===== src/rlm_pkg.sv =====
// Shared types and constants for the region lookup with mate priority block.
`timescale 1ns / 1ps

package rlm_pkg;

    // field widths
    localparam int ACTION_W   = 2;
    localparam int INDEX_W    = 6;
    localparam int CONTIG_W   = 16;
    localparam int POS_W      = 32;
    localparam int ANALYZER_W = 10;
    localparam int IN_DATA_W  = 200;
    localparam int IN_USER_W  = 2;
    localparam int OUT_DATA_W = 16;

    // action codes
    localparam logic [ACTION_W-1:0] ACT_LOAD  = 2'd0;
    localparam logic [ACTION_W-1:0] ACT_QUERY = 2'd1;
    localparam logic [ACTION_W-1:0] ACT_CLEAR = 2'd2;

    // saturating match count per side
    localparam logic [1:0] CNT_NONE = 2'd0;
    localparam logic [1:0] CNT_ONE  = 2'd1;
    localparam logic [1:0] CNT_MANY = 2'd2;

    // running match summary for one side of a query
    typedef struct packed {
        logic [1:0]            cnt;
        logic                  is_target;
        logic [ANALYZER_W-1:0] analyzer;
    } side_acc_t;

    // item travelling along the chain of cells
    typedef struct packed {
        logic [ACTION_W-1:0]   action;
        logic [INDEX_W-1:0]    index;
        logic [CONTIG_W-1:0]   contig;
        logic [POS_W-1:0]      region_start;
        logic [POS_W-1:0]      region_end;
        logic                  is_target;
        logic [ANALYZER_W-1:0] analyzer;
        logic [CONTIG_W-1:0]   read_contig;
        logic [POS_W-1:0]      read_pos;
        logic [CONTIG_W-1:0]   mate_contig;
        logic [POS_W-1:0]      mate_pos;
        side_acc_t             read_acc;
        side_acc_t             mate_acc;
    } token_t;

    // final answer for one query
    typedef struct packed {
        logic                  found;
        logic                  is_target;
        logic [ANALYZER_W-1:0] analyzer;
        logic                  overlap_error;
    } result_t;

endpackage


===== src/rlm_select.sv =====
// Priority pick between read and mate summaries at the end of the chain.
`timescale 1ns / 1ps

module rlm_select (
    input  rlm_pkg::side_acc_t read_acc,
    input  rlm_pkg::side_acc_t mate_acc,
    output rlm_pkg::result_t   result
);

    logic read_hit;
    logic mate_hit;

    // read target, mate target, read any, mate any; multiple match is an error
    always_comb
    begin
        read_hit = (read_acc.cnt != rlm_pkg::CNT_NONE);
        mate_hit = (mate_acc.cnt != rlm_pkg::CNT_NONE);
        result   = '0;
        if ((read_acc.cnt == rlm_pkg::CNT_MANY) || (mate_acc.cnt == rlm_pkg::CNT_MANY))
        begin
            result.overlap_error = 1'b1;
        end
        else if (read_hit && read_acc.is_target)
        begin
            result.found     = 1'b1;
            result.is_target = 1'b1;
            result.analyzer  = read_acc.analyzer;
        end
        else if (mate_hit && mate_acc.is_target)
        begin
            result.found     = 1'b1;
            result.is_target = 1'b1;
            result.analyzer  = mate_acc.analyzer;
        end
        else if (read_hit)
        begin
            result.found    = 1'b1;
            result.analyzer = read_acc.analyzer;
        end
        else if (mate_hit)
        begin
            result.found    = 1'b1;
            result.analyzer = mate_acc.analyzer;
        end
    end

endmodule


===== config.mk =====
export PLATFORM = sky130hd
export DESIGN_NAME = rlm_select
export DESIGN_NICKNAME = d
export VERILOG_FILES = /design/src/rlm_pkg.sv /design/src/rlm_select.sv
export SDC_FILE = /design/constraint.sdc
export NUM_CORES = 1
export LEC_CHECK = 0
export BUFFER_PORTS_ARGS = -buffer_cell sky130_fd_sc_hd__buf_2
export CAP_MARGIN = 10
export CORE_AREA = 2 2 39 41
export DETAILED_ROUTE_END_ITERATION = 7
export DIE_AREA = 0 0 41 43
export GPL_ROUTABILITY_DRIVEN = 1
export GPL_TIMING_DRIVEN = 0
export PLACE_DENSITY = 0.61
export SLEW_MARGIN = 20
export SYNTH_ARGS = -nofsm -noshare
export SYNTH_HDL_FRONTEND = slang
export SYNTH_SLANG_ARGS = --single-unit
export TNS_END_PERCENT = 10

===== constraint.sdc =====
create_clock -name vclk -period 0.99
set_input_delay 0.0495 -clock vclk [all_inputs]
set_output_delay 0.0495 -clock vclk [all_outputs]
set_load 0.02 [all_outputs]

==> summary.md, run 1 <==
| Metric | Value |
|---|---|
| Share of power burned in registers | 0% |
| Final hold violation count | 0 |
| Post-route ant nets | 0 |
| FF+latch count | 0 |
| CP Depth | 5 |
| Maximum capacitance violations | 0 |
| Crit path buf inv count | 3 |
| Via count | between 300 and 400 |
| Hold Path Class | in2out |
| Setup TNS Final | -322.4 ps |
| Peak Freq | 972.7 MHz |
| DR iter-0 viols | 3 |
| Area grow syn2layout | 171.6% |
| Critical Path Fanout Max | 5 |
| Clk pwr share | 0% |
| Top cell family by delay on the critical path | compound AO/OA/AOI/OAI gates |
| Site row count | 14 |
| Switching fraction of total power | a little under half |
| Port Buffer Count | 39 |
| Critical Path RT | 940 ps |
| Estimated wirelength of the detail-placed design | 710.4 um |
| Die ar. | approximately 0.0018 mm^2 |
| Clkbuf count | 0 |
| Minimum clock period | about 1000 ps |
| LEAKAGE | slightly below 0.3 nW |
| RSZ-0062 raised after global routing | true |
| Post-synthesis sequential area ratio | 0% |
| Synth cell types | 11 |
| Crit Path Class | in2out |
| Nets | 96 |
| Initial Util | between 10% and 20% |
| Crit. Startpoint | read_acc[10] |
| Most frequent cell after synthesis | a22o_1 |
| Num ports | 39 |
| Vias/cell | between 4 and 5 |
| Count of final setup violators | 10 |
| Share of cells above drive strength 1 | a little over two thirds |
| FILL cells | roughly 160 |
| Syn nets | 51 |
| Internal power | 158.8 uW |
| Synth top cells by count | 10 x a22o_1, 4 x o21ai_0, 3 x inv_1 |
| Netlist Area Pre-Place | ~190 um^2 |
| Tot GR Track Use | around a tenth |
| Slowest stage delay, CP | approximately 380 ps |
| First-pass GRT wire length | 1380 um |
| Gate power share | 100.0% |
| Total Power | 299.8 uW |
| Area of the multi-input gates | ~180 um^2 |
| Residual DRC | 0 |
| Worst setup endpoint | result[9] |
| Final Cycle Share | 103.8% |
| Worst path cell trace | buf_8 -> o311a_4 -> buf_6 -> a22o_1 -> buf_2 |
| GP Congestion | a little over 0.6 |
| Critical Path AT | ~1000 ps |
| Finished Layout Cells | between 80 and 90 |
| Peak supply drop | 0.0001433 V |
| Vias in the first global route | around 350 |
| Gr ovfl total | 0 |
| Fin. max-slew vios | 0 |
| P_sw | ~140 uW |
| Mapped Cells | 25 |
| Pwr Density | about 570 mW/mm^2 |
| N_diodes | 0 |
| PnR worst setup slack | -38.07 ps |
| Placed Instances | 80 |
| Register area | 0 um^2 |
| Outcome | finished, violations left |
| Area of the core | 0.001384 mm^2 |
| WL/cell | between 10 and 15 um |
| Worst slew pin tran | about 190 ps |
| Top cell type's share of synthesized area | between 40% and 50% |
| Hold-fix buffers, CTS | 0 |
| DIE HEIGHT | roughly 43 um |
| Drt total wl | 926 um |
| Ranking of synthesized cells by area | a22o_1 45%, o31ai_4 11%, o21ai_0 10% |
| Largest net degree at the start of global routing | 8 |
| Cell taking the most area after synthesis | a22o_1 |
| Crit path capture type | output port |
| Worst path slowest cell | o311a_4 |
| Startpoint Class | input pin |
| Yosys warnings | 0 |
| Die X | just over 40 um |
| Max-Slew Margin vs Limit | between 80 and 90% |
| Drt first pass iters | 3 |
| Initial antenna violation count | 0 |
| Mean area per synthesized cell | approximately 7.8 um^2 |
| Fin util | between 30% and 40% |
| Failing checks | setup timing |
-- metrics by stage --
stage	area (um^2)	setup slack, ps	hold WS [ps]
final	526.8	-38.07	418.8
after CTS	491.7	-65.46	428.3
after global placement	409.1	-110.8	425.1
after floorplan	193.9	134.2	316.0
after global routing	526.8	-77.93	439.8
after detailed placement	409.1	-120.5	428.1
-- layer usage --
layer / track usage [%] / up-vias / wire [um]
li1: - / 192 / -
met1: 12.66 / 174 / 348
met2: 20.00 / 16 / 500
met3: 0 / 0 / 77
met4: 0 / 0 / 0
met5: 0 / - / 0
-- worst min-delay path, cell delays in order --
cell and delay (ps):
buf_2 80, a22o_1 130, buf_6 110
-- placed cells by master (no fill, tap or decap), drive strengths merged --
| cell | instances |
|---|---|
| clkbuf | 1 |
| o311a | 1 |
| a22o | 10 |
| o31ai | 1 |
| buf | 43 |
| o21ai | 4 |
| nand2 | 1 |
| nand4b | 1 |
| inv | 4 |
| a32o | 1 |
| nand2b | 1 |
-- logic make-up after synthesis --
| group | Yosys count | share of synthesized area (%) |
|---|---|---|
| buf+inv | 5 | 13.55 |
| compound gates | 17 | 76.77 |
| simple gates | 3 | 9.678 |
-- how the worst min path moves through the flow --
| stage | start | to | slack (ps) | cells past startpoint |
|---|---|---|---|---|
| final | read_acc[9] | result[10] | 420 | 3 |
| after global routing | read_acc[7] | result[8] | 440 | 3 |
| after CTS | read_acc[0] | result[1] | 430 | 3 |
| after detailed placement | read_acc[3] | result[4] | 430 | 3 |
| after global placement | read_acc[4] | result[5] | 430 | 3 |
| after floorplan | read_acc[9] | result[10] | 320 | 1 |
-- repair_timing --
item / in CTS / in global routing
buffers inserted: 3 / 0
gates cloned: 1 / 0
pin swaps: 3 / 3
endpoints found under the setup margin: 10 / 10
gates resized for setup: 15 / 11
-- power by group through the flow --
| stage | sequential, mW | clock, mW | combinational (mW) |
|---|---|---|---|
| 2_1_floorplan | 0 | 0 | 0.130 |
| 3_3_place_gp | 0 | 0 | 0.234 |
| 3_5_place_dp | 0 | 0 | 0.237 |
| 4_1_cts | 0 | 0 | 0.282 |
| 5_1_grt | 0 | 0 | 0.323 |
| 6_report | 0 | 0 | 0.300 |
-- area by class of cell --
class                           instances  area share, %
Buffer                                  1          2.138
Inverter                                4          4.276
Multi-Input combinational cell         20          33.97
Tap cell                               16          3.800
Timing Repair Buffer                   43          55.82
Power figures use the tool's default switching activity.
==> inputs of run 2 (changes only) <==
==> constraint.sdc (replaced) <==
create_clock -name vclk -period 1.1
set_input_delay 0.055 -clock vclk [all_inputs]
set_output_delay 0.055 -clock vclk [all_outputs]
set_load 0.02 [all_outputs]
==> run 2 against run 1 <==
Compared with the run above:
- the run now ends clean
- via count fell by 2.1%
- first-iteration DRC count fell by 67%
- combinational power fell by 14%
- die area did not move
- worst setup slack improved by 75 ps
- utilization fell by 2.3 points
- cell count fell by 2.4%
- design area fell by 5.9%
- wire length fell by 4.3%
- critical path depth rose by 1
- critical endpoint is now result[1]
- largest power group unchanged
==> summary.md, run 2 (same netlist as run 1, synthesis figures left out) <==
| Metric | Value |
|---|---|
| Fin. max-slew vios | 0 |
| Drt first pass iters | 4 |
| Final Cycle Share | a little over nine tenths |
| Estimated wirelength of the detail-placed design | slightly above 700 um |
| Peak supply drop | about 0.00012 V |
| Share of cells above drive strength 1 | 69.70% |
| Crit path buf inv count | 4 |
| Crit path capture type | output port |
| Top cell family by delay on the critical path | compound AO/OA/AOI/OAI gates |
| GP Congestion | roughly 0.62 |
| Commonest non-fill, non-tap cell in the layout | buf_2 |
| Die X | 41 um |
| Initial antenna violation count | 0 |
| Via count | approximately 370 |
| Crit Path Class | in2out |
| WHS Endpoint | result[4] |
| DIE HEIGHT | between 40 and 50 um |
| Hold Path Class | in2out |
| N_diodes | 0 |
| Vias in the first global route | 315 |
| Worst path slowest cell | o311a_4 |
| Die ar. | approximately 0.0018 mm^2 |
| Maximum capacitance violations | 0 |
| FF+latch count | 0 |
| Tot GR Track Use | under 10% |
| FILL cells | about 160 |
| Min-delay src | read_acc[3] |
| Total Power | between 200 and 300 uW |
| Worst slew pin tran | 218.3 ps |
| RSZ-0062 raised after global routing | false |
| Initial Util | roughly 14% |
| Max-Slew Margin vs Limit | between 80 and 90% |
| Count of final setup violators | 0 |
| Most used cell along the critical path | buf_6 |
| Register area | 0 um^2 |
| Critical Path Fanout Max | 5 |
| Dpl cell area | around 410 um^2 |
| Post-route ant nets | 0 |
| Nets | 94 |
| Minimum clock period | 1063 ps |
| Final instance area | 495.5 um^2 |
| First-pass GRT wire length | approximately 1200 um |
| Drt total wl | approximately 890 um |
| Startpoint Class | input pin |
| Area of the core | between 0.001 and 0.0015 mm^2 |
| Final hold violation count | 0 |
| DR iter-0 viols | 1 |
| Gr ovfl total | 0 |
| Area grow syn2layout | 155.5% |
| WHS Path Cells | 3 |
| Port Buffer Count | 39 |
| Pwr Density | about 520 mW/mm^2 |
| Largest net degree at the start of global routing | 11 |
| Clkbuf count | 0 |
| Num ports | 39 |
| Area of the multi-input gates | 178.9 um^2 |
| Site row count | 14 |
| Slowest stage delay, CP | 360 ps |
| Critical Path RT | between 1000 and 1500 ps |
| Worst path cell trace | buf_8 -> inv_4 -> o311a_4 -> buf_6 -> a22o_1 -> buf_6 |
| Vias/cell | between 4 and 5 |
| Residual DRC | 0 |
| Critical Path AT | between 1000 and 1500 ps |
| Peak Freq | between 900 and 1000 MHz |
| WL/cell | about 11 um |
| Fin util | around 36% |
| Outcome | completed |
| Commonest cells after routing, fill and taps aside | 33 x buf_2, 10 x a22o_1, 7 x buf_6 |
| Hold-fix buffers, CTS | 0 |
| LEAKAGE | approximately 0.28 nW |
## run 2: metal layers
layer  GRT usage, %  part of all wire, %  vias up
met3              0                  8.4        0
met4         0.6667                    0        0
li1               -                    -      187
met2          17.81                   52       16
met5              0                    0        -
met1          10.76                   39      171
## run 2: tightest hold or removal path, stage by stage
cell and delay (ps):
buf_2 80, a22o_1 130, buf_6 110
## run 2: where the power goes
| part | internal (mW) | total (mW) | switching [mW] | leakage (nW) |
|---|---|---|---|---|
| Clock | 0 | 0 | 0 | 0 |
| Sequential | 0 | 0 | 0 | 0 |
| Combinational | 0.133 | 0.258 | 0.125 | 0.279 |
## run 2: final cells by class
type / count / area share (%)
plain buffers: 1 / 2.273
inverters: 4 / 3.535
well taps: 16 / 4.040
repair buffers: 41 / 54.04
multi-input cells: 20 / 36.11
## run 2: repair_timing
action | in CTS | in global routing
pin swaps | 1 | 3
buffers inserted | 0 | 1
gates cloned | 0 | 1
endpoints found under the setup margin | 10 | 10
resized for setup | 1 | 17
## run 2: metrics by stage
step	hold slack (ps)	setup TNS (ps)	worst slack (ps)	cells
finish	424.5	0	36.89	82
floorplan	327.0	0	233.2	25
CTS	439.6	-19.52	-8.902	80
global route	450.7	0	0.5260	82
global placement	436.1	-13.97	-11.79	80
detailed placement	439.1	-119.7	-21.52	80
## run 2: worst max path at each step
stage | start | to | slack (ps) | depth (start not counted)
after floorplan | mate_acc[11] | result[10] | 230 | 4
after global placement | mate_acc[11] | result[1] | -10 | 6
after detailed placement | mate_acc[11] | result[1] | -20 | 6
after CTS | read_acc[11] | result[2] | -9 | 4
after global routing | mate_acc[11] | result[1] | 0.5 | 6
final | mate_acc[11] | result[1] | 40 | 6
==> inputs of run 3 (changes only) <==
--- a/config.mk
+++ b/config.mk
@@ -7,12 +7,15 @@
 export LEC_CHECK = 0
 export BUFFER_PORTS_ARGS = -buffer_cell sky130_fd_sc_hd__buf_2
 export CAP_MARGIN = 10
-export CORE_AREA = 2 2 39 41
+export CELL_PAD_IN_SITES_DETAIL_PLACEMENT = 1
+export CELL_PAD_IN_SITES_GLOBAL_PLACEMENT = 1
+export CORE_MARGIN = 2
+export CORE_UTILIZATION = 14
 export DETAILED_ROUTE_END_ITERATION = 7
-export DIE_AREA = 0 0 41 43
 export GPL_ROUTABILITY_DRIVEN = 1
 export GPL_TIMING_DRIVEN = 0
-export PLACE_DENSITY = 0.61
+export PLACE_DENSITY = 0.92
+export SKIP_LAST_GASP = 1
 export SLEW_MARGIN = 20
 export SYNTH_ARGS = -nofsm -noshare
 export SYNTH_HDL_FRONTEND = slang
==> run 3 against run 2 <==
Compared with the run above:
- fmax down 0.71%
- hold slack improved by 1.6 ps
- via count rose by 1.9%
- largest power group unchanged
- utilization grew 1.9 points
- critical endpoint is now result[3]
- first-iteration DRC count fell by 100%
- clock-buffer cell count did not move
==> summary.md, run 3 (same netlist as run 1, synthesis figures left out) <==
| Metric | Value |
|---|---|
| Peak Freq | just over 900 MHz |
| Final hold violation count | 0 |
| Placed Instances | between 70 and 80 |
| Finished Layout Cells | 81 |
| FF+latch count | 0 |
| Vias in the first global route | 275 |
| DR iter-0 viols | 0 |
| Outcome | completed |
| Fin. max-slew vios | 0 |
| Critical Path Fanout Max | 5 |
| Maximum capacitance violations | 0 |
| Estimated wirelength of the detail-placed design | ~770 um |
| Clkbuf count | 0 |
| Drt first pass iters | 1 |
| Crit Path Class | in2out |
| Drt total wl | about 990 um |
| Startpoint Class | input pin |
| Crit. Startpoint | mate_acc[11] |
| Die ar. | about 0.0017 mm^2 |
| First-pass GRT wire length | 1090 um |
| Pwr Density | ~520 mW/mm^2 |
| Min-delay src | read_acc[9] |
| Most used cell along the critical path | buf_6 |
| Crit path capture type | output port |
| Critical Path RT | around 1000 ps |
| WHS | ~430 ps |
| Area of the multi-input gates | about 180 um^2 |
| Initial Util | ~15% |
| Site row count | 13 |
| PnR worst setup slack | 29.26 ps |
| Max-Slew Margin vs Limit | approximately 85% |
| Commonest non-fill, non-tap cell in the layout | buf_2 |
| RSZ-0062 raised after global routing | false |
| N_diodes | 0 |
| Largest net degree at the start of global routing | 11 |
| Pre-CTS setup slack | -19.03 ps |
| Final instance area | roughly 490 um^2 |
| DIE HEIGHT | roughly 41 um |
| Dpl cell area | between 400 and 500 um^2 |
| Die X | approximately 41 um |
| WL/cell | roughly 12 um |
| Gr ovfl total | 0 |
| Nets | 94 |
| Critical Path AT | between 1000 and 1500 ps |
| Peak supply drop | 0.0001262 V |
| Via count | ~380 |
| Worst path cell trace | buf_6 -> inv_4 -> o311a_4 -> buf_6 -> a22o_1 -> buf_6 |
| Share of cells above drive strength 1 | a little under 70% |
| Setup TNS Final | 0 ps |
| GP Congestion | roughly 0.76 |
| Vias/cell | about 4.7 |
| Final Cycle Share | a little over nine tenths |
| Area of the core | 0.001301 mm^2 |
| Initial antenna violation count | 0 |
| Port Buffer Count | 39 |
| Tot GR Track Use | a little under a tenth |
| Register area | 0 um^2 |
| LEAKAGE | ~0.28 nW |
| Worst path slowest cell | o311a_4 |
| Minimum clock period | between 1000 and 1500 ps |
| Hold-fix buffers, CTS | 0 |
| Slowest stage delay, CP | approximately 360 ps |
| Residual DRC | 0 |
| Count of final setup violators | 0 |
| Post-route ant nets | 0 |
| Worst slew pin tran | around 230 ps |
| Num ports | 39 |
| Hold Path Class | in2out |
| Commonest cells after routing, fill and taps aside | 33 x buf_2, 10 x a22o_1, 8 x buf_6 |
| FILL cells | 159 |
| Area grow syn2layout | 152.9% |
[run 3: final cells by class]
| type | count | area share [%] |
|---|---|---|
| Multi-Input combinational cell | 20 | 36.48 |
| Timing Repair Buffer | 41 | 53.83 |
| Tap cell | 15 | 3.827 |
| Buffer | 1 | 2.296 |
| Inverter | 4 | 3.571 |
[run 3: worst paths after layout]
kind	endpoint	slack (ps)	cells after the start
max	result[3]	30	6
min	result[10]	430	3
[run 3: worst max-delay path: cells and delay by family]
family                 cells  cell delay (ps)
AO/OA/AOI/OAI              2              570
buffers and inverters      4              390
[run 3: routing by layer]
metal | track usage [%] | part of all wire, % | vias to the layer above
met1 | 11.08 | 34 | 179
li1 | - | - | 189
met3 | 0 | 6.2 | 0
met5 | 0 | 0 | -
met4 | 0 | 0 | 0
met2 | 18.75 | 60 | 13
[run 3: per-stage QoR]
step	util, %	total power [mW]
after global routing	37.69	0.2773
after CTS	31.92	0.2193
final	37.69	0.2572
after floorplan	-	0.1173
after global placement	31.35	0.2091
after detailed placement	31.35	0.2145
[run 3: report_power, final]
group,switching [mW],internal (mW),leakage [nW]
clock network,0,0,0
logic,0.126,0.131,0.279
registers,0,0,0
[run 3: what timing repair did]
item / 4_1_cts / 5_1_grt
endpoints found under the hold margin: 0 / 0
resized for setup: 1 / 15
setup endpoints to repair: 10 / 10
cloned: 1 / 0
pin swaps: 1 / 3
buffers inserted: 0 / 1
