$ cat src/rlm_pkg.sv
// Shared types and constants for the region lookup with mate priority block.
`timescale 1ns / 1ps

package rlm_pkg;

    // field widths
    localparam int ACTION_W   = 2;
    localparam int INDEX_W    = 6;
    localparam int CONTIG_W   = 16;
    localparam int POS_W      = 32;
    localparam int ANALYZER_W = 10;
    localparam int IN_DATA_W  = 200;
    localparam int IN_USER_W  = 2;
    localparam int OUT_DATA_W = 16;

    // action codes
    localparam logic [ACTION_W-1:0] ACT_LOAD  = 2'd0;
    localparam logic [ACTION_W-1:0] ACT_QUERY = 2'd1;
    localparam logic [ACTION_W-1:0] ACT_CLEAR = 2'd2;

    // saturating match count per side
    localparam logic [1:0] CNT_NONE = 2'd0;
    localparam logic [1:0] CNT_ONE  = 2'd1;
    localparam logic [1:0] CNT_MANY = 2'd2;

    // running match summary for one side of a query
    typedef struct packed {
        logic [1:0]            cnt;
        logic                  is_target;
        logic [ANALYZER_W-1:0] analyzer;
    } side_acc_t;

    // item travelling along the chain of cells
    typedef struct packed {
        logic [ACTION_W-1:0]   action;
        logic [INDEX_W-1:0]    index;
        logic [CONTIG_W-1:0]   contig;
        logic [POS_W-1:0]      region_start;
        logic [POS_W-1:0]      region_end;
        logic                  is_target;
        logic [ANALYZER_W-1:0] analyzer;
        logic [CONTIG_W-1:0]   read_contig;
        logic [POS_W-1:0]      read_pos;
        logic [CONTIG_W-1:0]   mate_contig;
        logic [POS_W-1:0]      mate_pos;
        side_acc_t             read_acc;
        side_acc_t             mate_acc;
    } token_t;

    // final answer for one query
    typedef struct packed {
        logic                  found;
        logic                  is_target;
        logic [ANALYZER_W-1:0] analyzer;
        logic                  overlap_error;
    } result_t;

endpackage

$ cat src/rlm_cell.sv
// One table slot: holds a region and matches passing queries against it.
`timescale 1ns / 1ps

module rlm_cell #(
    parameter int CELL_ID = 0
) (
    input  logic            clk,
    input  logic            rst_n,
    input  logic            adv,
    input  logic            in_vld,
    input  rlm_pkg::token_t in_tok,
    output logic            out_vld,
    output rlm_pkg::token_t out_tok
);

    localparam logic IN_RANGE = (CELL_ID < (1 << rlm_pkg::INDEX_W));
    localparam logic [rlm_pkg::INDEX_W-1:0] MY_INDEX = CELL_ID[rlm_pkg::INDEX_W-1:0];

    logic                           vld_reg, vld_next;
    logic [rlm_pkg::CONTIG_W-1:0]   contig_reg, contig_next;
    logic [rlm_pkg::POS_W-1:0]      start_reg, start_next;
    logic [rlm_pkg::POS_W-1:0]      end_reg, end_next;
    logic                           tgt_reg, tgt_next;
    logic [rlm_pkg::ANALYZER_W-1:0] an_reg, an_next;
    logic                           tok_vld_reg, tok_vld_next;
    rlm_pkg::token_t                tok_reg, tok_next;

    logic write_me;
    logic read_hit;
    logic mate_hit;

    // closed-interval test at 33 bits so position + 1 never wraps
    function automatic logic overlaps(
        input logic [rlm_pkg::CONTIG_W-1:0] q_contig,
        input logic [rlm_pkg::POS_W-1:0]    q_pos,
        input logic                         s_vld,
        input logic [rlm_pkg::CONTIG_W-1:0] s_contig,
        input logic [rlm_pkg::POS_W-1:0]    s_start,
        input logic [rlm_pkg::POS_W-1:0]    s_end
    );
        logic [rlm_pkg::POS_W:0] pos_plus;
        pos_plus = {1'b0, q_pos} + {{rlm_pkg::POS_W{1'b0}}, 1'b1};
        return s_vld && (s_contig == q_contig)
            && ({1'b0, s_start} <= pos_plus) && (s_end >= q_pos);
    endfunction

    // fold one hit into a side summary, keeping the first match's details
    function automatic rlm_pkg::side_acc_t fold(
        input rlm_pkg::side_acc_t           acc,
        input logic                         hit,
        input logic                         s_tgt,
        input logic [rlm_pkg::ANALYZER_W-1:0] s_an
    );
        rlm_pkg::side_acc_t r;
        r = acc;
        if (hit)
        begin
            if (acc.cnt == rlm_pkg::CNT_NONE)
            begin
                r.cnt       = rlm_pkg::CNT_ONE;
                r.is_target = s_tgt;
                r.analyzer  = s_an;
            end
            else
            begin
                r.cnt = rlm_pkg::CNT_MANY;
            end
        end
        return r;
    endfunction

    // slot update and token hand-on
    always_comb
    begin
        write_me = IN_RANGE && (in_tok.index == MY_INDEX);
        read_hit = overlaps(in_tok.read_contig, in_tok.read_pos,
                            vld_reg, contig_reg, start_reg, end_reg);
        mate_hit = overlaps(in_tok.mate_contig, in_tok.mate_pos,
                            vld_reg, contig_reg, start_reg, end_reg);

        vld_next     = vld_reg;
        contig_next  = contig_reg;
        start_next   = start_reg;
        end_next     = end_reg;
        tgt_next     = tgt_reg;
        an_next      = an_reg;
        tok_vld_next = tok_vld_reg;
        tok_next     = tok_reg;

        if (adv)
        begin
            tok_vld_next = in_vld;
            tok_next     = in_tok;
            if (in_vld)
            begin
                case (in_tok.action)
                    rlm_pkg::ACT_LOAD:
                    begin
                        if (write_me)
                        begin
                            vld_next    = 1'b1;
                            contig_next = in_tok.contig;
                            start_next  = in_tok.region_start;
                            end_next    = in_tok.region_end;
                            tgt_next    = in_tok.is_target;
                            an_next     = in_tok.analyzer;
                        end
                    end
                    rlm_pkg::ACT_CLEAR:
                    begin
                        vld_next = 1'b0;
                    end
                    rlm_pkg::ACT_QUERY:
                    begin
                        tok_next.read_acc = fold(in_tok.read_acc, read_hit, tgt_reg, an_reg);
                        tok_next.mate_acc = fold(in_tok.mate_acc, mate_hit, tgt_reg, an_reg);
                    end
                    default:
                    begin
                        tok_vld_next = 1'b0;
                    end
                endcase
            end
        end
    end

    // control state
    always_ff @(posedge clk or negedge rst_n)
    begin
        if (!rst_n)
        begin
            vld_reg     <= 1'b0;
            tok_vld_reg <= 1'b0;
        end
        else
        begin
            vld_reg     <= vld_next;
            tok_vld_reg <= tok_vld_next;
        end
    end

    // slot contents and token payload
    always_ff @(posedge clk)
    begin
        contig_reg <= contig_next;
        start_reg  <= start_next;
        end_reg    <= end_next;
        tgt_reg    <= tgt_next;
        an_reg     <= an_next;
        tok_reg    <= tok_next;
    end

    assign out_vld = tok_vld_reg;
    assign out_tok = tok_reg;

endmodule

$ cat config.mk
export PLATFORM = sky130hd
export DESIGN_NAME = rlm_cell
export DESIGN_NICKNAME = d
export VERILOG_FILES = /design/src/rlm_pkg.sv /design/src/rlm_cell.sv
export SDC_FILE = /design/constraint.sdc
export NUM_CORES = 1
export LEC_CHECK = 0
export BUFFER_PORTS_ARGS = -buffer_cell sky130_fd_sc_hd__buf_2
export CORE_ASPECT_RATIO = 1.2
export CORE_MARGIN = 5
export CORE_UTILIZATION = 43
export DETAILED_ROUTE_END_ITERATION = 8
export GPL_TIMING_DRIVEN = 0
export PLACE_DENSITY = 0.79
export SLEW_MARGIN = 20
export SYNTH_ARGS = -nofsm -noshare
export SYNTH_HDL_FRONTEND = slang
export SYNTH_SLANG_ARGS = --single-unit
$ cat constraint.sdc
create_clock -name clk -period 2.56 [get_ports clk]
set_input_delay 0.256 -clock clk [delete_from_list [all_inputs] [get_ports clk]]
set_output_delay 0.256 -clock clk [all_outputs]
set_load 0.1 [all_outputs]
==> flow_metrics.py, run 1 <==
metrics = {
    "status": {
        "status": "complete, but fails checks",
        "violations": "negative setup slack",
    },
    "timing": {
        "period_share": 1.30,
        "tightestPinTransition_ns": 0.712,
        "fin_skew_ns": 0.0230,
        "whs_ns": 0.0266,
        "setup_violations": 26,
        "max_slew_margin": 0.521,
        "rsz0062_at_grt": "yes",
        "fin_crit_ns": 3.33,
        "finalMaxSlewViolations": 0,
        "setup_ws_ns": -0.774,
        "hold_violations": 0,
        "setup-tns-final_ns": -15.31,
        "fmax_mhz": 300,
    },
    "synth": {
        "synth.area.top_cells": "edfxtp_1 (65%), ha_1 (11%), xnor2_1 (4.6%), inv_1 (2.0%), nand4_1 (1.6%)",
        "synth_edf_count": 312,
        "synth_warnings": 0,
        "async_flop_share": 0.00637,
        "ys_seq_area_frac": 0.656,
        "syn_nets": 1328,
        "yosysUniqueCellTypes": 46,
        "syn-cell-area_mm2": 0.0144,
        "ys_seq_elements": 314,
        "netlist_instances": 973,
        "synth_common_cells": "edfxtp_1 (312), ha_1 (130), inv_1 (78)",
        "synth_top_area_share": 0.652,
        "synth_area_leader_cell": "edfxtp_1",
        "synth_flop_cell": "edfxtp_1",
        "avgSynthCellArea_um2": 14.8,
        "synth.most_common_cell": "edfxtp_1",
    },
    "setup_path": {
        "startpoint_type": "input pin",
        "critPathMostFrequentCell": "buf_4",
        "critPathBufInv": 7,
        "crit_arrival_ns": 3.65,
        "crit_family": "simple AND/OR/NAND/NOR gates",
        "slowest_delay_ns": 0.32,
        "cpMaxStageDelayCell": "mux2_4",
        "cp_cell_sequence": "buf_4, and4_4, and3_4, buf_6, buf_4, and3_1, buf_6, and3_4, xnor2_2, ha_1, nand4_1, buf_4, nor2_1, a22oi_2, a31oi_4, a2111oi_4, buf_4, buf_8, mux2_4",
        "crit_required_ns": 2.88,
        "critPathKind": "in -> reg",
        "cp-end-kind": "flip-flop",
        "cp_max_fo": 5,
    },
    "worst_hold_path": {
        "worst_hold_path_type": "in -> reg",
    },
    "clock_network": {
        "clk_pin_slew_ns": 0.07,
        "cts_buffer_depth": 3,
        "clock-sinks": 314,
        "root_buffer": "clkbuf_16",
        "htreeDepth": 1,
        "cts_tree": "built",
        "clk-insertion-delay-late_ns": 0.57,
        "cts_made_buffers": 30,
    },
    "placed_design": {
        "dp_hpwl_um": 33100,
        "gp_congestion": 0.893,
        "port_buffers": 446,
        "dp_slack_ns": -1.87,
    },
    "power": {
        "irDropWorstVdd_v": 0.000757,
        "power_leakage_nw": 9.23,
        "power.total_w": 0.0145,
        "powerDensity_mw_per_mm2": 664,
    },
    "routing": {
        "ant_nets": 0,
        "first_pass_iters": 5,
        "first_iter_violations": 825,
        "drc": 0,
        "wl_per_cell_um": 22.4,
        "routed_wl_um": 49700,
        "viasPerCell": 5.31,
        "vias": 11800,
    },
    "layout": {
        "num-nets-final": 2099,
        "drive_gt1_frac": 0.376,
        "largest_reg_flops": 221,
        "seq_area_mm2": 0.00942,
        "multi_input_area_mm2": 0.00516,
        "fillCellCount": 2245,
        "synthToLayoutAreaGrowth_pct": 52.0,
    },
    "die": {
        "die_w_um": 177,
        "core_mm2": 0.0331,
        "start_util": 0.434,
        "ios": 447,
        "row_count": 73,
        "fp.dieArea_mm2": 0.0372,
        "die_y_um": 210,
    },
    "global_routing": {
        "antenna_found_initial": 6,
        "grt_pass1_vias": 12600,
        "grt-ovfl-total": 0,
        "grtUsageTotal": 0.255,
        "grt_max_degree": 110,
        "grt_pass1_wl_um": 72500,
    },
    "run": {
        "cap_violations": 0,
    },
}
==> layer usage <==
metal | vias to the layer above | track usage | share of wire
li1 | 5266 | - | -
met1 | 5781 | 0.286 | 0.36
met2 | 579 | 0.468 | 0.53
met3 | 161 | 0.0425 | 0.063
met4 | 2 | 0.124 | 0.053
met5 | - | 0 | 0.00022
==> where the power goes <==
group	total [W]	internal (W)	switching, W
Combinational	0.00357	0.000789	0.00278
Clock	0.00488	0.00287	0.00201
Sequential	0.00606	0.00597	0.0000842
Total	0.0145	0.00963	0.00487
==> through the flow <==
stage,util,instance area (µm²),std cells
6_report,0.660,21800,2222
5_1_grt,0.660,21800,2222
4_1_cts,0.651,21500,2202
3_5_place_dp,0.531,17600,1879
3_3_place_gp,0.527,17400,1869
2_1_floorplan,-,14600,973
==> cell usage in the layout (no fill, tap or decap), types with 30 or more instances in the layout <==
cell / Yosys / final
dlygate4sd3_1: 0 / 223
clkbuf_16: 0 / 30
nand4_1: 36 / 36
buf_2: 3 / 425
nand2_1: 48 / 46
buf_4: 0 / 58
ha_1: 130 / 127
inv_1: 78 / 78
a21oi_1: 41 / 38
edfxtp_1: 312 / 312
xnor2_1: 76 / 72
==> layout make-up <==
cell class / instances / share of cell area
plain buffers: 2 / 0.00120
diodes: 5 / 0.000573
well taps: 450 / 0.0258
inverters: 78 / 0.0134
clock inverters: 24 / 0.0151
repair buffers: 741 / 0.242
flip-flops and latches: 314 / 0.431
clock buffers: 31 / 0.0346
multi-input cells: 577 / 0.236
==> worst min-delay path, delay by kind of cell <==
family          cells  cell delay (ns)
compound gates      1             0.10
buf+inv             1             0.10
simple gates        2             0.12
==> path summary, 6_finish.rpt <==
check | start | to | slack [ns] | cells after the start
max in group asynchronous | rst_n | vld_reg | 1.86 | 3
min in group asynchronous | rst_n | out_vld | 0.56 | 3
worst min register to register | vld_reg | vld_reg | 0.52 | 1
worst max register to register | end_reg[31] | out_tok[22] | -0.69 | 10
worst max-delay path | in_tok[85] | out_tok[22] | -0.77 | 19
worst min-delay path | in_tok[219] | vld_reg | 0.03 | 4
==> cells by family after synthesis <==
group	Yosys count	share of synthesized area
flops	314	0.656
xor+xnor	92	0.0561
compound gates	106	0.0485
fa+ha+maj	130	0.113
simple gates	227	0.0847
buf+inv	82	0.0222
mux	22	0.0196
==> timing repair <==
action,in CTS,in global routing
setup endpoints to repair,36,26
pin swaps,49,43
gates resized for setup,88,39
hold buffers,223,0
cloned,2,0
endpoints found under the hold margin,321,0
setup buffers,44,17
(Power assumes the default switching activity.)
==> inputs of run 2 (changes only) <==
- CORE_UTILIZATION: 43 -> 47
- PLACE_DENSITY: 0.79 -> 0.84
==> run 2 against run 1 <==
Effect of this change:
- the flow still finishes with violations (negative setup slack)
- global-route usage grew 3.7 points
- worst setup slack lost 0.036 ns
- non-clock buffer count shrank 9
- register-to-register slack lost 0.04 ns
- critical endpoint is now out_tok[20]
- combinational power is essentially flat
- largest cell class unchanged
- cell area shrank 1.2%
- worst hold slack is essentially flat
- total power shrank 1.7%
- die area shrank 8.1%
==> flow_metrics.py, run 2 (same netlist as run 1, synthesis figures left out) <==
metrics = {
    "layout": {
        "synthToLayoutAreaGrowth_pct": 50.2,
        "final_common_cell": "buf_2",
        "num-nets-final": 2091,
        "fillCellCount": 1880,
        "final_cell_mix": "buf_2 (429), edfxtp_1 (312), dlygate4sd3_1 (224)",
        "finalNonFillerCells": 2160,
        "drive_gt1_frac": 0.372,
        "largest_reg_flops": 221,
        "seq_area_mm2": 0.00942,
        "multi_input_area_mm2": 0.00514,
    },
    "timing": {
        "fmax_mhz": 297,
        "fin_crit_ns": 3.37,
        "setup_violations": 26,
        "setup_ws_ns": -0.810,
        "max_slew_margin": 0.559,
        "rsz0062_at_grt": "yes",
        "hold_violations": 0,
        "fin_skew_ns": 0.0262,
        "setup-tns-final_ns": -16.54,
        "tightestPinTransition_ns": 0.655,
        "finalMaxSlewViolations": 0,
        "period_share": 1.32,
    },
    "power": {
        "powerDensity_mw_per_mm2": 660,
        "irDropWorstVdd_v": 0.000623,
        "power_leakage_nw": 9.16,
        "power_frac_seq": 0.426,
        "switching_share": 0.348,
        "netSwitchingPower_w": 0.00496,
        "pwr-share-comb": 0.251,
        "power.share.clock": 0.323,
        "intPower_w": 0.00929,
    },
    "global_routing": {
        "grtUsageTotal": 0.292,
        "grt_pass1_wl_um": 76000,
        "grt_max_degree": 110,
        "grt-ovfl-total": 0,
        "antenna_found_initial": 6,
        "grt_pass1_vias": 12900,
    },
    "routing": {
        "wl_per_cell_um": 24.1,
        "first_pass_iters": 5,
        "drc": 0,
        "ant_nets": 0,
        "vias": 12000,
        "viasPerCell": 5.57,
        "first_iter_violations": 1051,
        "routed_wl_um": 52000,
    },
    "setup_path": {
        "cpMaxStageDelayCell": "ha_1",
        "crit_arrival_ns": 3.71,
        "cp_max_fo": 5,
        "cp_cell_sequence": "buf_2, and4_4, and3_4, and3_4, and2_4, nand3_4, nor4_4, xnor2_1, ha_1, nand3_4, nor3_4, and4_4, a21o_1, a31oi_4, a2111oi_4, buf_6, mux2_4",
        "rr_startpoint": "end_reg[10]",
        "startpoint": "in_tok[84]",
        "cp-end-kind": "flip-flop",
        "startpoint_type": "input pin",
        "critPathKind": "in -> reg",
        "crit_required_ns": 2.90,
        "slowest_delay_ns": 0.37,
    },
    "die": {
        "row_count": 70,
        "core_mm2": 0.0303,
        "die_y_um": 202,
        "fp.dieArea_mm2": 0.0342,
        "die_w_um": 170,
        "start_util": 0.474,
        "ios": 447,
    },
    "placed_design": {
        "dp_slack_ns": -1.81,
        "dp_cells": 1825,
        "port_buffers": 446,
        "dp_hpwl_um": 33000,
        "gp_congestion": 0.905,
    },
    "worst_hold_path": {
        "worst_hold_path_type": "in -> reg",
        "min_from": "in_tok[8]",
    },
    "clock_network": {
        "clk_pin_slew_ns": 0.07,
        "cts_tree": "built",
        "cts_made_buffers": 31,
        "clock-sinks": 314,
        "cts_buffer_depth": 3,
        "htreeDepth": 1,
        "clk-insertion-delay-late_ns": 0.59,
        "root_buffer": "clkbuf_16",
    },
    "status": {
        "status": "complete, but fails checks",
        "violations": "negative setup slack",
    },
    "run": {
        "cap_violations": 0,
    },
}
run 2: cell type report:
cell class,count,share of cell area
inverter,78,0.0136
antenna,5,0.000580
multi-input combinational,577,0.238
clock inverter,24,0.0100
sequential,314,0.436
buffer,3,0.00197
timing repair buffer,731,0.240
tap,396,0.0230
clock buffer,32,0.0361
run 2: metrics by stage:
step	instance area, µm²	util	power, W	hold slack (ns)
CTS	21400	0.707	0.0141	0.0130
floorplan	14600	-	0.00856	-0.0396
global route	21600	0.712	0.0146	0.0108
finish	21600	0.712	0.0143	0.0264
detailed placement	17500	0.577	0.00931	0.0464
global placement	17400	0.573	0.00927	0.0431
run 2: worst paths after layout:
check                              endpoint  depth (start not counted)  slack (ns)
max in group asynchronous           vld_reg                          3        1.88
worst max-delay path            out_tok[20]                         17       -0.81
min in group asynchronous           out_vld                          3        0.55
worst min-delay path             out_tok[8]                          2        0.03
worst min register to register      vld_reg                          1        0.55
worst max register to register  out_tok[20]                          9       -0.73
run 2: power groups by stage:
| stage | clock network [W] | registers (W) | logic, W |
|---|---|---|---|
| 2_1_floorplan | 0 | 0.00823 | 0.000331 |
| 3_3_place_gp | 0 | 0.00616 | 0.00311 |
| 3_5_place_dp | 0 | 0.00615 | 0.00316 |
| 4_1_cts | 0.00454 | 0.00605 | 0.00350 |
| 5_1_grt | 0.00484 | 0.00609 | 0.00368 |
| 6_report | 0.00460 | 0.00607 | 0.00358 |
run 2: metal layers:
layer | up-vias | track usage | wire length, µm
li1 | 5258 | - | -
met1 | 5805 | 0.313 | 17300
met2 | 751 | 0.538 | 27400
met3 | 209 | 0.0580 | 4180
met4 | 2 | 0.145 | 3110
met5 | - | 0 | 7
run 2: timing repair:
action	in CTS	in global routing
gates cloned	2	0
hold buffers	224	0
endpoints found under the setup margin	26	38
gates resized for setup	97	17
pin swaps	36	12
buffers inserted	37	12
endpoints found under the hold margin	319	0
run 2: worst max-delay path, delay by kind of cell:
| family | cells | cell delay (ns) |
|---|---|---|
| and+or+nand+nor | 9 | 1.72 |
| AOI/OAI and AO/OA | 3 | 0.56 |
| adders and majority gates | 1 | 0.37 |
| buffers and inverters | 2 | 0.34 |
| muxes | 1 | 0.32 |
| xor gates and xnor gates | 1 | 0.13 |
==> inputs of run 3 (changes only) <==
- CORE_UTILIZATION: 47 -> 48
- CTS_BUF_LIST: default -> sky130_fd_sc_hd__clkbuf_8
- PLACE_DENSITY: 0.84 -> 0.86
==> run 3 against run 2 <==
Effect of this change:
- the run still ends with negative setup slack left
- fmax shrank 2.6%
- register-to-register slack lost 0.08 ns
- worst setup slack lost 0.091 ns
- sequential power is essentially flat
- cell area shrank 1.2%
- core utilization grew 0.80 points
- critical path type unchanged
- largest power group unchanged
==> flow_metrics.py, run 3 (same netlist as run 1, synthesis figures left out) <==
metrics = {
    "status": {
        "status": "complete, but fails checks",
        "violations": "negative setup slack",
    },
    "placed_design": {
        "gp_congestion": 0.895,
        "port_buffers": 446,
        "dp_cells": 1820,
        "dp_hpwl_um": 33200,
    },
    "clock_network": {
        "cts_tree": "built",
        "cts_buffer_depth": 3,
        "clk_pin_slew_ns": 0.07,
        "clock-sinks": 314,
        "root_buffer": "clkbuf_8",
        "cts_made_buffers": 46,
        "clk-insertion-delay-late_ns": 0.58,
        "htreeDepth": 2,
    },
    "power": {
        "switching_share": 0.361,
        "power_leakage_nw": 9.11,
        "pwr-share-comb": 0.260,
        "powerDensity_mw_per_mm2": 642,
        "netSwitchingPower_w": 0.00495,
        "intPower_w": 0.00875,
        "power_frac_seq": 0.443,
        "power.total_w": 0.0137,
        "irDropWorstVdd_v": 0.000669,
        "power.share.clock": 0.296,
    },
    "global_routing": {
        "grt_max_degree": 110,
        "grt-ovfl-total": 0,
        "grt_pass1_wl_um": 75400,
        "antenna_found_initial": 6,
        "grtUsageTotal": 0.296,
        "grt_pass1_vias": 12900,
    },
    "routing": {
        "met1_length_um": 17500,
        "dr_wl_met3_um": 4360,
        "first_pass_iters": 6,
        "viasPerCell": 5.63,
        "routed_wl_um": 52400,
        "drc": 0,
        "ant_nets": 0,
        "highest_layer": "met5",
        "dr_wl_met2_um": 27700,
        "vias": 12200,
        "wl_per_cell_um": 24.1,
        "first_iter_violations": 1050,
    },
    "setup_path": {
        "cp_max_fo": 5,
        "cpMaxStageDelayCell": "a221o_1",
        "cp_cell_sequence": "buf_8, ha_4, and3_4, and3_4, nand2_4, nor3_1, xnor2_1, ha_1, a21oi_1, o21ai_0, a221o_1, a22oi_2, a31oi_4, a2111oi_4, buf_4, buf_8, mux2_4",
        "crit_family": "compound AO/OA/AOI/OAI gates",
        "startpoint_type": "input pin",
        "rr_startpoint": "end_reg[11]",
        "critPathBufInv": 3,
        "cp-end-kind": "flip-flop",
        "crit_arrival_ns": 3.77,
        "crit_required_ns": 2.87,
        "reg2reg_setup_slack_ns": -0.81,
        "r2r_cells": 10,
        "reg2reg_to": "out_tok[22]",
        "critPathKind": "in -> reg",
        "slowest_delay_ns": 0.42,
    },
    "timing": {
        "rsz0062_at_grt": "yes",
        "setup-tns-final_ns": -17.83,
        "hold_violations": 0,
        "period_share": 1.35,
        "finalMaxSlewViolations": 0,
        "setup_ws_ns": -0.901,
        "fmax_mhz": 289,
        "fin_crit_ns": 3.46,
        "setup_violations": 26,
        "fin_skew_ns": 0.0233,
        "tightestPinTransition_ns": 0.665,
        "whs_ns": 0.0461,
        "max_slew_margin": 0.555,
    },
    "die": {
        "row_count": 69,
        "ios": 447,
        "fp.dieArea_mm2": 0.0335,
        "die_y_um": 200,
        "die_w_um": 168,
        "start_util": 0.485,
        "core_mm2": 0.0296,
    },
    "layout": {
        "seq_area_mm2": 0.00942,
        "multi_input_area_mm2": 0.00512,
        "largest_reg_flops": 221,
        "fillCellCount": 1740,
        "drive_gt1_frac": 0.365,
        "final_cell_mix": "buf_2 (431), edfxtp_1 (312), dlygate4sd3_1 (223)",
        "synthToLayoutAreaGrowth_pct": 48.5,
        "num-nets-final": 2097,
        "final_common_cell": "buf_2",
        "finalNonFillerCells": 2172,
    },
    "worst_hold_path": {
        "worst_hold_path_type": "in -> reg",
        "worstHoldPathCells": 2,
        "min_from": "in_tok[13]",
        "hold_end": "out_tok[13]",
    },
    "run": {
        "cap_violations": 0,
    },
}
[run 3: cell type report]
class                   instances  share of cell area
plain buffers                   3             0.00217
diodes                          5            0.000587
clock inverters                37              0.0111
inverters                      78              0.0137
repair buffers                722               0.238
multi-input cells             577               0.240
clock buffers                  46              0.0297
flip-flops and latches        314               0.442
well taps                     390              0.0229
[run 3: worst register-to-register path: stages, from the launching register on]
cell       delay (ns)
edfxtp_1         0.46
ha_1             0.35
and4_1           0.24
nand2_1          0.10
or4_1            0.61
a31oi_4          0.25
a21oi_2          0.10
a2111oi_4        0.36
buf_4            0.20
buf_8            0.14
mux2_4           0.31
[run 3: stage by stage]
stage / cell area (µm²) / setup slack, ns / util
6_report: 21300 / -0.901 / 0.720
5_1_grt: 21300 / -0.967 / 0.720
4_1_cts: 21100 / -0.832 / 0.712
3_5_place_dp: 17500 / -1.86 / 0.591
3_3_place_gp: 17300 / -6.38 / 0.586
2_1_floorplan: 14600 / -1.41 / -
[run 3: how the worst max path moves through the flow]
stage                          endpoint  slack (ns)  depth (start not counted)         from
after floorplan               an_reg[0]       -1.41                          3  in_tok[220]
after global placement    start_reg[15]       -6.38                          5          adv
after detailed placement    out_tok[22]       -1.86                         17   in_tok[74]
after CTS                   out_tok[16]       -0.83                         17   in_tok[75]
after global routing        out_tok[22]       -0.97                         17   in_tok[75]
final                       out_tok[22]       -0.90                         17   in_tok[75]
[run 3: layer usage]
metal | track usage | vias to the layer above
li1 | - | 5272
met4 | 0.141 | 2
met2 | 0.548 | 842
met3 | 0.0659 | 216
met5 | 0 | -
met1 | 0.321 | 5907
[run 3: timing repair]
| item | 4_1_cts | 5_1_grt |
|---|---|---|
| pin swaps | 23 | 20 |
| endpoints found under the hold margin | 324 | 0 |
| hold buffers | 223 | 0 |
| setup buffers | 25 | 15 |
| gates resized for setup | 74 | 22 |
| endpoints found under the setup margin | 26 | 37 |
| cloned | 2 | 0 |
[run 3: power groups by stage]
stage               logic (W)  clock network (W)  registers, W
floorplan            0.000331                  0       0.00823
global placement      0.00311                  0       0.00616
detailed placement    0.00316                  0       0.00615
CTS                   0.00348            0.00397       0.00605
global route          0.00366            0.00433       0.00609
finish                0.00357            0.00406       0.00607
